<file path="config.mk">
export PLATFORM = sky130hd
export DESIGN_NAME = neighbour_table_keep_strongest_core
export DESIGN_NICKNAME = d
export VERILOG_FILES = /design/src/sv/ntks_pkg.sv /design/src/sv/ntks_ctrl.sv /design/src/sv/ntks_dpath.sv /design/src/sv/neighbour_table_keep_strongest_core.sv
export SDC_FILE = /design/constraint.sdc
export NUM_CORES = 2
export LEC_CHECK = 0
export ABC_AREA = 1
export ABC_CLOCK_PERIOD_IN_PS = 8300
export BUFFER_PORTS_ARGS = -buffer_cell sky130_fd_sc_hd__buf_2
export CORE_UTILIZATION = 41
export DETAILED_ROUTE_END_ITERATION = 16
export GPL_TIMING_DRIVEN = 0
export MAX_ROUTING_LAYER = met4
export SLEW_MARGIN = 40
export SYNTH_ARGS = -nofsm -noshare
export SYNTH_HDL_FRONTEND = slang
export SYNTH_SLANG_ARGS = --single-unit
</file>
<file path="constraint.sdc">
create_clock -name clk -period 8.3 [get_ports clk]
set_input_delay 1.245 -clock clk [delete_from_list [all_inputs] [get_ports clk]]
set_output_delay 1.245 -clock clk [all_outputs]
set_load 0.01 [all_outputs]
</file>
<file path="src/sv/ntks_pkg.sv">
// Package for the neighbour table: sizes, codes, controller states and the
// command and status bundles between controller and datapath.
// No dependencies.
package ntks_pkg;

  // Table geometry
  localparam int TABLE_SLOTS = 20;
  localparam int IDX_W       = (TABLE_SLOTS > 1) ? $clog2(TABLE_SLOTS) : 1;
  localparam int CNT_W       = $clog2(TABLE_SLOTS + 1);

  // Field widths
  localparam int SLOT_W = 5;
  localparam int MAC_W  = 48;
  localparam int LVL_W  = 8;
  localparam int QUAL_W = 8;
  localparam int REC_W  = MAC_W + LVL_W + QUAL_W;

  // Request action codes
  typedef enum logic [1:0] {
    ACT_REPORT = 2'd0,
    ACT_READ   = 2'd1,
    ACT_CLEAR  = 2'd2,
    ACT_NONE   = 2'd3
  } action_t;

  // Result outcome codes
  typedef enum logic [2:0] {
    OUT_REFRESHED = 3'd0,
    OUT_KEPT      = 3'd1,
    OUT_INSERTED  = 3'd2,
    OUT_REPLACED  = 3'd3,
    OUT_DROPPED   = 3'd4,
    OUT_SKIPPED   = 3'd5,
    OUT_READ      = 3'd6,
    OUT_CLEARED   = 3'd7
  } outcome_t;

  // Controller states
  typedef enum logic [2:0] {
    ST_IDLE,
    ST_DECODE,
    ST_SCAN,
    ST_WEAK,
    ST_FETCH,
    ST_OUT
  } state_t;

  // How the datapath forms the result on commit
  typedef enum logic [1:0] {
    FIN_PLAIN,
    FIN_READ,
    FIN_HIT,
    FIN_WEAK
  } fin_t;

  typedef struct packed {
    logic load;      // latch the incoming request
    logic rd_scan;   // read the next slot of the scan
    logic rd_sel;    // read the selected slot
    logic cmp;       // compare the slot just read
    logic commit;    // write back and form the result
    fin_t fin;
    logic load_out;  // move the result into the output register
  } ntks_cmd_t;

  typedef struct packed {
    action_t act;
    logic    self_mac;  // request MAC equals the anchor
    logic    hit;       // slot read matches or is empty
    logic    last;      // slot read is the final slot
    logic    sel_ok;    // selected slot lies inside the table
    logic    out_free;  // output register can take a result
  } ntks_stat_t;

endpackage

</file>
<file path="src/sv/ntks_ctrl.sv">
// Controller for the neighbour table: sequences decode, slot scan, write-back
// and output hand-off. Depends on ntks_pkg.
module ntks_ctrl import ntks_pkg::*; (
  input  logic       clk,
  input  logic       rst,
  input  logic       in_valid,
  output logic       in_stall,
  input  ntks_stat_t stat,
  output ntks_cmd_t  cmd
);

  state_t state, state_next;

  // State register
  always_ff @(posedge clk) begin
    if (rst) begin
      state <= ST_IDLE;
    end else begin
      state <= state_next;
    end
  end

  // Next state
  always_comb begin
    state_next = state;
    unique case (state)
      ST_IDLE: begin
        if (in_valid) state_next = ST_DECODE;
      end
      ST_DECODE: begin
        unique case (stat.act)
          ACT_READ:   state_next = ST_FETCH;
          ACT_REPORT: state_next = stat.self_mac ? ST_OUT : ST_SCAN;
          default:    state_next = ST_OUT;
        endcase
      end
      ST_SCAN: begin
        if (stat.hit) begin
          state_next = ST_OUT;
        end else if (stat.last) begin
          state_next = ST_WEAK;
        end
      end
      ST_WEAK:  state_next = ST_OUT;
      ST_FETCH: state_next = ST_OUT;
      ST_OUT: begin
        if (stat.out_free) state_next = ST_IDLE;
      end
      default: state_next = ST_IDLE;
    endcase
  end

  // Outputs
  always_comb begin
    cmd      = '0;
    cmd.fin  = FIN_PLAIN;
    in_stall = (state != ST_IDLE);
    unique case (state)
      ST_IDLE: cmd.load = in_valid;
      ST_DECODE: begin
        if (stat.act == ACT_READ) begin
          cmd.rd_sel = stat.sel_ok;
        end else if (stat.act == ACT_REPORT && !stat.self_mac) begin
          cmd.rd_scan = 1'b1;
        end else begin
          cmd.commit = 1'b1;
        end
      end
      ST_SCAN: begin
        cmd.cmp     = 1'b1;
        cmd.rd_scan = 1'b1;
        cmd.commit  = stat.hit;
        cmd.fin     = FIN_HIT;
      end
      ST_WEAK: begin
        cmd.commit = 1'b1;
        cmd.fin    = FIN_WEAK;
      end
      ST_FETCH: begin
        cmd.commit = 1'b1;
        cmd.fin    = FIN_READ;
      end
      ST_OUT:  cmd.load_out = stat.out_free;
      default: cmd = '0;
    endcase
  end

endmodule

</file>
<file path="src/sv/ntks_dpath.sv">
// Datapath for the neighbour table: request and anchor registers, slot memory
// with valid bits, scan compare, weakest tracking and result registers.
// Depends on ntks_pkg.
module ntks_dpath import ntks_pkg::*; (
  input  logic                     clk,
  input  logic                     rst,
  input  ntks_cmd_t                cmd,
  output ntks_stat_t               stat,
  input  logic                     anchor_mac_we,
  input  logic        [MAC_W-1:0]  anchor_mac,
  input  logic        [1:0]        action,
  input  logic        [MAC_W-1:0]  neighbour_mac,
  input  logic signed [LVL_W-1:0]  signal_level,
  input  logic        [QUAL_W-1:0] link_quality,
  input  logic        [SLOT_W-1:0] slot_select,
  output logic                     out_valid,
  input  logic                     out_stall,
  output logic        [2:0]        outcome,
  output logic        [SLOT_W-1:0] slot_index,
  output logic        [MAC_W-1:0]  slot_mac,
  output logic signed [LVL_W-1:0]  slot_level,
  output logic        [QUAL_W-1:0] slot_quality
);

  logic        [MAC_W-1:0]  anchor;
  action_t                  req_act;
  logic        [MAC_W-1:0]  req_mac;
  logic signed [LVL_W-1:0]  req_lvl;
  logic        [QUAL_W-1:0] req_q;
  logic        [SLOT_W-1:0] req_sel;
  logic        [REC_W-1:0]  req_rec;

  logic [REC_W-1:0]       mem [TABLE_SLOTS];
  logic [TABLE_SLOTS-1:0] vld;
  logic [REC_W-1:0]       mem_q;
  logic                   rd_vld;
  logic [IDX_W-1:0]       rd_idx;
  logic [IDX_W-1:0]       rd_addr;
  logic                   rd_en;
  logic [CNT_W-1:0]       scan_cnt;
  logic                   scan_more;

  logic [REC_W-1:0]       cur;
  logic [MAC_W-1:0]       cur_mac;
  logic signed [LVL_W-1:0] cur_lvl;
  logic                   match;
  logic                   empty;

  logic signed [LVL_W-1:0] min_level;
  logic [IDX_W-1:0]        min_idx;

  logic                   wr_en;
  logic [IDX_W-1:0]       wr_addr;
  logic                   clear_all;
  outcome_t               res_outcome_next;
  logic [SLOT_W-1:0]      res_idx_next;
  logic [REC_W-1:0]       res_rec_next;
  outcome_t               res_outcome;
  logic [SLOT_W-1:0]      res_idx;
  logic [REC_W-1:0]       res_rec;

  // Anchor register
  always_ff @(posedge clk) begin
    if (rst) begin
      anchor <= '0;
    end else if (anchor_mac_we) begin
      anchor <= anchor_mac;
    end
  end

  // Request capture
  always_ff @(posedge clk) begin
    if (cmd.load) begin
      req_act <= action_t'(action);
      req_mac <= neighbour_mac;
      req_lvl <= signal_level;
      req_q   <= link_quality;
      req_sel <= slot_select;
    end
  end

  assign req_rec = {req_q, req_lvl, req_mac};

  // Scan counter and read address
  assign scan_more = (scan_cnt < CNT_W'(TABLE_SLOTS));
  assign rd_en     = (cmd.rd_scan && scan_more) || cmd.rd_sel;
  assign rd_addr   = cmd.rd_sel ? req_sel[IDX_W-1:0] : scan_cnt[IDX_W-1:0];

  always_ff @(posedge clk) begin
    if (cmd.load) begin
      scan_cnt <= '0;
    end else if (cmd.rd_scan && scan_more) begin
      scan_cnt <= scan_cnt + CNT_W'(1);
    end
  end

  // Slot memory, registered read
  always_ff @(posedge clk) begin
    if (wr_en) begin
      mem[wr_addr] <= req_rec;
    end
    if (rd_en) begin
      mem_q  <= mem[rd_addr];
      rd_vld <= vld[rd_addr];
      rd_idx <= rd_addr;
    end
  end

  // Valid bits: an invalid slot reads as empty
  always_ff @(posedge clk) begin
    if (rst || clear_all) begin
      vld <= '0;
    end else if (wr_en) begin
      vld[wr_addr] <= 1'b1;
    end
  end

  // Slot compare
  assign cur     = rd_vld ? mem_q : '0;
  assign cur_mac = cur[MAC_W-1:0];
  assign cur_lvl = cur[MAC_W+LVL_W-1:MAC_W];
  assign match   = (cur_mac == req_mac);
  assign empty   = (cur == '0);

  // Weakest slot below zero
  always_ff @(posedge clk) begin
    if (cmd.load) begin
      min_level <= '0;
      min_idx   <= '0;
    end else if (cmd.cmp && !(match || empty) && (cur_lvl < min_level)) begin
      min_level <= cur_lvl;
      min_idx   <= rd_idx;
    end
  end

  // Status
  always_comb begin
    stat          = '0;
    stat.act      = req_act;
    stat.self_mac = (req_mac == anchor);
    stat.hit      = match || empty;
    stat.last     = (rd_idx == IDX_W'(TABLE_SLOTS - 1));
    stat.sel_ok   = (req_sel < SLOT_W'(TABLE_SLOTS));
    stat.out_free = !out_valid || !out_stall;
  end

  // Write-back and result forming
  always_comb begin
    wr_en            = 1'b0;
    wr_addr          = rd_idx;
    clear_all        = 1'b0;
    res_outcome_next = OUT_DROPPED;
    res_idx_next     = '0;
    res_rec_next     = '0;
    unique case (cmd.fin)
      FIN_PLAIN: begin
        if (req_act == ACT_CLEAR) begin
          res_outcome_next = OUT_CLEARED;
          clear_all        = cmd.commit;
        end else if (req_act == ACT_REPORT) begin
          res_outcome_next = OUT_SKIPPED;
        end
      end
      FIN_READ: begin
        res_outcome_next = OUT_READ;
        res_idx_next     = req_sel;
        res_rec_next     = stat.sel_ok ? cur : '0;
      end
      FIN_HIT: begin
        res_idx_next = SLOT_W'(rd_idx);
        if (match) begin
          if (req_lvl > cur_lvl) begin
            wr_en            = cmd.commit;
            res_outcome_next = OUT_REFRESHED;
            res_rec_next     = req_rec;
          end else begin
            res_outcome_next = OUT_KEPT;
            res_rec_next     = cur;
          end
        end else begin
          wr_en            = cmd.commit;
          res_outcome_next = OUT_INSERTED;
          res_rec_next     = req_rec;
        end
      end
      FIN_WEAK: begin
        if (min_level < req_lvl) begin
          wr_en            = cmd.commit;
          wr_addr          = min_idx;
          res_outcome_next = OUT_REPLACED;
          res_idx_next     = SLOT_W'(min_idx);
          res_rec_next     = req_rec;
        end
      end
      default: res_outcome_next = OUT_DROPPED;
    endcase
  end

  always_ff @(posedge clk) begin
    if (cmd.commit) begin
      res_outcome <= res_outcome_next;
      res_idx     <= res_idx_next;
      res_rec     <= res_rec_next;
    end
  end

  // Output register
  always_ff @(posedge clk) begin
    if (rst) begin
      out_valid <= 1'b0;
    end else if (cmd.load_out) begin
      out_valid <= 1'b1;
    end else if (out_valid && !out_stall) begin
      out_valid <= 1'b0;
    end
  end

  always_ff @(posedge clk) begin
    if (cmd.load_out) begin
      outcome      <= res_outcome;
      slot_index   <= res_idx;
      slot_mac     <= res_rec[MAC_W-1:0];
      slot_level   <= res_rec[MAC_W+LVL_W-1:MAC_W];
      slot_quality <= res_rec[REC_W-1:MAC_W+LVL_W];
    end
  end

endmodule

</file>
<file path="src/sv/neighbour_table_keep_strongest_core.sv">
// Neighbour table keeping the strongest neighbours: top level joining the
// controller and datapath. Depends on ntks_pkg, ntks_ctrl and ntks_dpath.
//
// Holds 20 neighbour records and takes one request at a time. A report walks
// the slot memory one slot per cycle through its single read port; when the
// whole table is walked with no match and no empty slot, the weak state settles
// the weakest slot. A read fetches the selected slot; clear, an unused action
// and a report of the anchor MAC commit straight from decode. The
// result sits in an output register until taken; the next request is accepted
// once that register has received the result. Clear acts at once on the valid
// bits, and a slot never written reads as empty. The anchor MAC may be
// written whenever the block is idle.
module neighbour_table_keep_strongest_core import ntks_pkg::*; (
  input  logic                     clk,
  input  logic                     rst,
  input  logic                     anchor_mac_we,
  input  logic        [MAC_W-1:0]  anchor_mac,
  input  logic                     in_valid,
  output logic                     in_stall,
  input  logic        [1:0]        action,
  input  logic        [MAC_W-1:0]  neighbour_mac,
  input  logic signed [LVL_W-1:0]  signal_level,
  input  logic        [QUAL_W-1:0] link_quality,
  input  logic        [SLOT_W-1:0] slot_select,
  output logic                     out_valid,
  input  logic                     out_stall,
  output logic        [2:0]        outcome,
  output logic        [SLOT_W-1:0] slot_index,
  output logic        [MAC_W-1:0]  slot_mac,
  output logic signed [LVL_W-1:0]  slot_level,
  output logic        [QUAL_W-1:0] slot_quality
);

  ntks_cmd_t  cmd;
  ntks_stat_t stat;

  ntks_ctrl u_ctrl (
    .clk      (clk),
    .rst      (rst),
    .in_valid (in_valid),
    .in_stall (in_stall),
    .stat     (stat),
    .cmd      (cmd)
  );

  ntks_dpath u_dpath (
    .clk           (clk),
    .rst           (rst),
    .cmd           (cmd),
    .stat          (stat),
    .anchor_mac_we (anchor_mac_we),
    .anchor_mac    (anchor_mac),
    .action        (action),
    .neighbour_mac (neighbour_mac),
    .signal_level  (signal_level),
    .link_quality  (link_quality),
    .slot_select   (slot_select),
    .out_valid     (out_valid),
    .out_stall     (out_stall),
    .outcome       (outcome),
    .slot_index    (slot_index),
    .slot_mac      (slot_mac),
    .slot_level    (slot_level),
    .slot_quality  (slot_quality)
  );

  // An accepted request keeps the block busy in the following cycle
  a_busy_after_accept: assert property (@(posedge clk) disable iff (rst)
    (in_valid && !in_stall) |=> in_stall)
    else $error("request accepted but block not busy");

  // A new result only appears while a request is in progress
  a_result_has_request: assert property (@(posedge clk) disable iff (rst)
    $rose(out_valid) |-> $past(in_stall))
    else $error("result without a request in progress");

  // A written or matched slot lies inside the table
  a_slot_in_table: assert property (@(posedge clk) disable iff (rst)
    (out_valid && (outcome == OUT_REFRESHED || outcome == OUT_KEPT ||
                   outcome == OUT_INSERTED || outcome == OUT_REPLACED))
    |-> (slot_index < SLOT_W'(TABLE_SLOTS)))
    else $error("slot index outside table");

  // Results that touch no slot carry zero fields
  a_no_slot_zero: assert property (@(posedge clk) disable iff (rst)
    (out_valid && (outcome == OUT_DROPPED || outcome == OUT_SKIPPED ||
                   outcome == OUT_CLEARED))
    |-> (slot_index == '0 && slot_mac == '0 && slot_level == '0 &&
         slot_quality == '0))
    else $error("non-zero slot fields on a result without a slot");

endmodule
</file>
==> run metrics <==
Post-CTS Resized 0; initial core utilization 0.414; cell chosen for the clock root clkbuf_16; Total Routing Usage GR 0.265; Post-CTS Hold Buffers 0; Post-Syn Area per Cell 12.1 um^2; Synth Area in Adders 0.00432; post-synthesis mux area share 0; startpoint types register; post-layout util 0.486; DR WL/cell 25.6 um; Synth Area in Simple Gates 0.132; port buffer count 196; Core ar. 161000 um^2; XOR/XNOR Fraction of Synth Area 0.00802; WP data arrival approximately 5600 ps; # Post-CTS Setup Buffers 0; Tcrit/Tclk final 0.618; ranking of synthesized cells by area edfxtp_1, nand2_1, o21ai_0; total of max-cap violations 0; final wirelength between 200000 and 250000 um; critical path, cell by cell buf_6 -> nand3_1 -> nand2_1 -> nand3_1 -> nor2_1 -> nand2_1 -> nor2_1 -> nand3_2 -> nand2_1 -> nand2_1 -> nand2_8 -> buf_16 -> inv_2 -> nor2_4 -> buf_6 -> nand3_1 -> nor2_4 -> buf_8 -> buf_16 -> buf_8 -> buf_8; TritonRoute pass-1 iters 8; Rows 147; Synth Register Bits 1655; vias in the first global route 42815; share of the synthesized area in the top cell type 0.705; Cell variety after synth 42; post-synthesis sequential area ratio 0.732; Top-Level Pins 198; kind of critical path register to register; largest net degree at the start of global routing 66; Mapped Cells between 5000 and 6000; remaining global-route overflow 0; top cell type by total area after synthesis edfxtp_1; fraction of registers with async set/reset 0; CTS tree built; design area just under 80000 um^2; Die H 405 um; most frequent cells in the layout edfxtp_1, nand2_1, nor2_1; status finished, final reports clean; Worst EP required between 8000 and 9000 ps; post-synthesis cell area 66600 um^2; hold crit path type register to register; Power Density 333 nW/um^2; Worst slew margin 0.396; RSZ-0062 raised after global routing no; Vias 45718; Setup crit end kind register; CTS Buf Count roughly 170; Setup Viol. Count Final 0; yosys warns 0; Main synth FF type edfxtp_1; global-route wire length before repair 302000 um; initial drt markers 6605; Setup Skew 41.0 ps; Worst Tran Pin Value approximately 910 ps; syn nets 5654; commonest non-fill, non-tap cell in the layout edfxtp_1; Max Clk Rate roughly 0.19 GHz; Worst Path Max Fanout 65; die width 405 um; largest family of logic cells by synthesized area simple AND/OR/NAND/NOR gates; Compound-Gate Fraction of Synth Area 0.0858; average vias per placed instance 5.49; clock transition at the registers of the reported paths approximately 60 ps; P_leak 28.0 nW; CTS H-tree depth 4; RePlAce Congestion 0.955; Detail Placement HPWL 153000 um; deepest clock path buffer count 3; VDD IR max around 0.26 mV; antenna viol nets, final 0; DRC Markers 0; final net count 6161; Final Max Slew Viols 0; EDFF count, synth 1565; slowest stage cell, crit path edfxtp_1; P&R area growth vs syn 17.3%; crit path time final 5130 ps; Clk Latency, worst-skew pair 830 ps; critical path's largest stage delay 720 ps; Fin. Hold Viols 0; Die ar. 164000 um^2; antenna violations before repair 19; # clock sinks roughly 1700; dpl cell area 72600 um^2; Top cell by count, worst path nand2_1; fraction of layout cells with a size suffix above 1 0.138
==> flip-flops by register name (all words and copies together) (netlist names), 2 cells and up <==
signal                flops
u_dpath.mem_q            64
u_dpath.min_idx           5
u_dpath.res_outcome       3
u_dpath.slot_index        5
u_dpath.req_q             8
u_dpath.outcome           3
u_dpath.req_lvl           8
u_ctrl.state              3
u_dpath.req_mac          48
u_dpath.anchor           48
u_dpath.scan_cnt          5
u_dpath.mem            1280
u_dpath.vld              20
u_dpath.slot_mac         48
u_dpath.req_act           2
u_dpath.slot_quality      8
u_dpath.res_rec          64
u_dpath.min_level         8
u_dpath.res_idx           5
u_dpath.req_sel           5
u_dpath.slot_level        8
u_dpath.rd_idx            5
==> worst max-delay path: cells and delay by family, from the launching register on <==
kind,cells,cell delay (ps)
AND/OR/NAND/NOR,13,2370
flip-flops,1,720
buffers and inverters,8,1650
==> per-layer routing <==
metal | track usage | vias to the layer above | routed length (um)
met5 | - | - | 0
met4 | 0.112 | 0 | 9120
met3 | 0.0512 | 400 | 21400
met2 | 0.395 | 2455 | 95600
li1 | - | 20496 | -
met1 | 0.355 | 22367 | 87300
==> logic make-up after synthesis <==
kind of cell / count (synthesis)
and+or+nand+nor: 2165
DFF: 1655
AOI/OAI and AO/OA: 1016
buffers and inverters: 587
xor gates and xnor gates: 61
adders and majority gates: 23
==> power breakdown <==
group          internal [mW]  total (mW)  leakage [nW]  switching (mW)
clock network           4.28        7.49          2.64            3.21
logic                   2.09        8.04          10.5            5.95
registers               10.1        10.5          14.9           0.425
==> final timing paths <==
| check | endpoint | slack [ps] | from | depth (start not counted) |
|---|---|---|---|---|
| setup / recovery | u_dpath.mem[13][32] | 3170 | u_dpath.req_mac[20] | 21 |
| hold / removal | u_dpath.slot_mac[28] | 410 | u_dpath.res_rec[28] | 0 |
| setup reg to reg | u_dpath.mem[13][32] | 3170 | u_dpath.req_mac[20] | 21 |
| hold reg to reg | u_dpath.slot_mac[28] | 410 | u_dpath.res_rec[28] | 0 |
==> through the flow <==
stage	power [mW]	setup WS [ps]	hold slack (ps)	std cells	setup TNS [ps]
after floorplan	14.8	2300	400	5507	0
after global placement	18.2	-2750	405	7863	-1213930
after detailed placement	18.5	3160	405	7995	0
after CTS	25.9	3140	412	8298	0
after global routing	27.0	2890	423	8322	0
final	26.1	3170	413	8326	0
==> cell usage after synthesis, types with 15 or more instances <==
library cell / count
or2_2: 64
ha_1: 23
nor2_1: 668
o21ai_0: 541
xnor2_1: 47
clkbuf_1: 140
buf_2: 115
nand3_1: 295
buf_4: 25
o22ai_1: 181
nand2_1: 1103
a21oi_1: 81
dfxtp_1: 90
inv_1: 271
buf_1: 15
o21bai_1: 43
edfxtp_1: 1565
o21ai_1: 60
o211ai_1: 94
==> area by class of cell <==
| class | count | area (um^2) |
|---|---|---|
| Inverter | 281 | 1110 |
| Antenna cell | 19 | 47.5 |
| Sequential cell | 1655 | 48800 |
| Clock buffer | 218 | 4590 |
| Clock inverter | 85 | 801 |
| Tap cell | 2160 | 2700 |
| Fill cell | 14140 | 82800 |
| Timing Repair Buffer | 337 | 3240 |
| Multi-Input combinational cell | 3265 | 15400 |
| Buffer | 306 | 1470 |
Power figures use the tool's default switching activity.
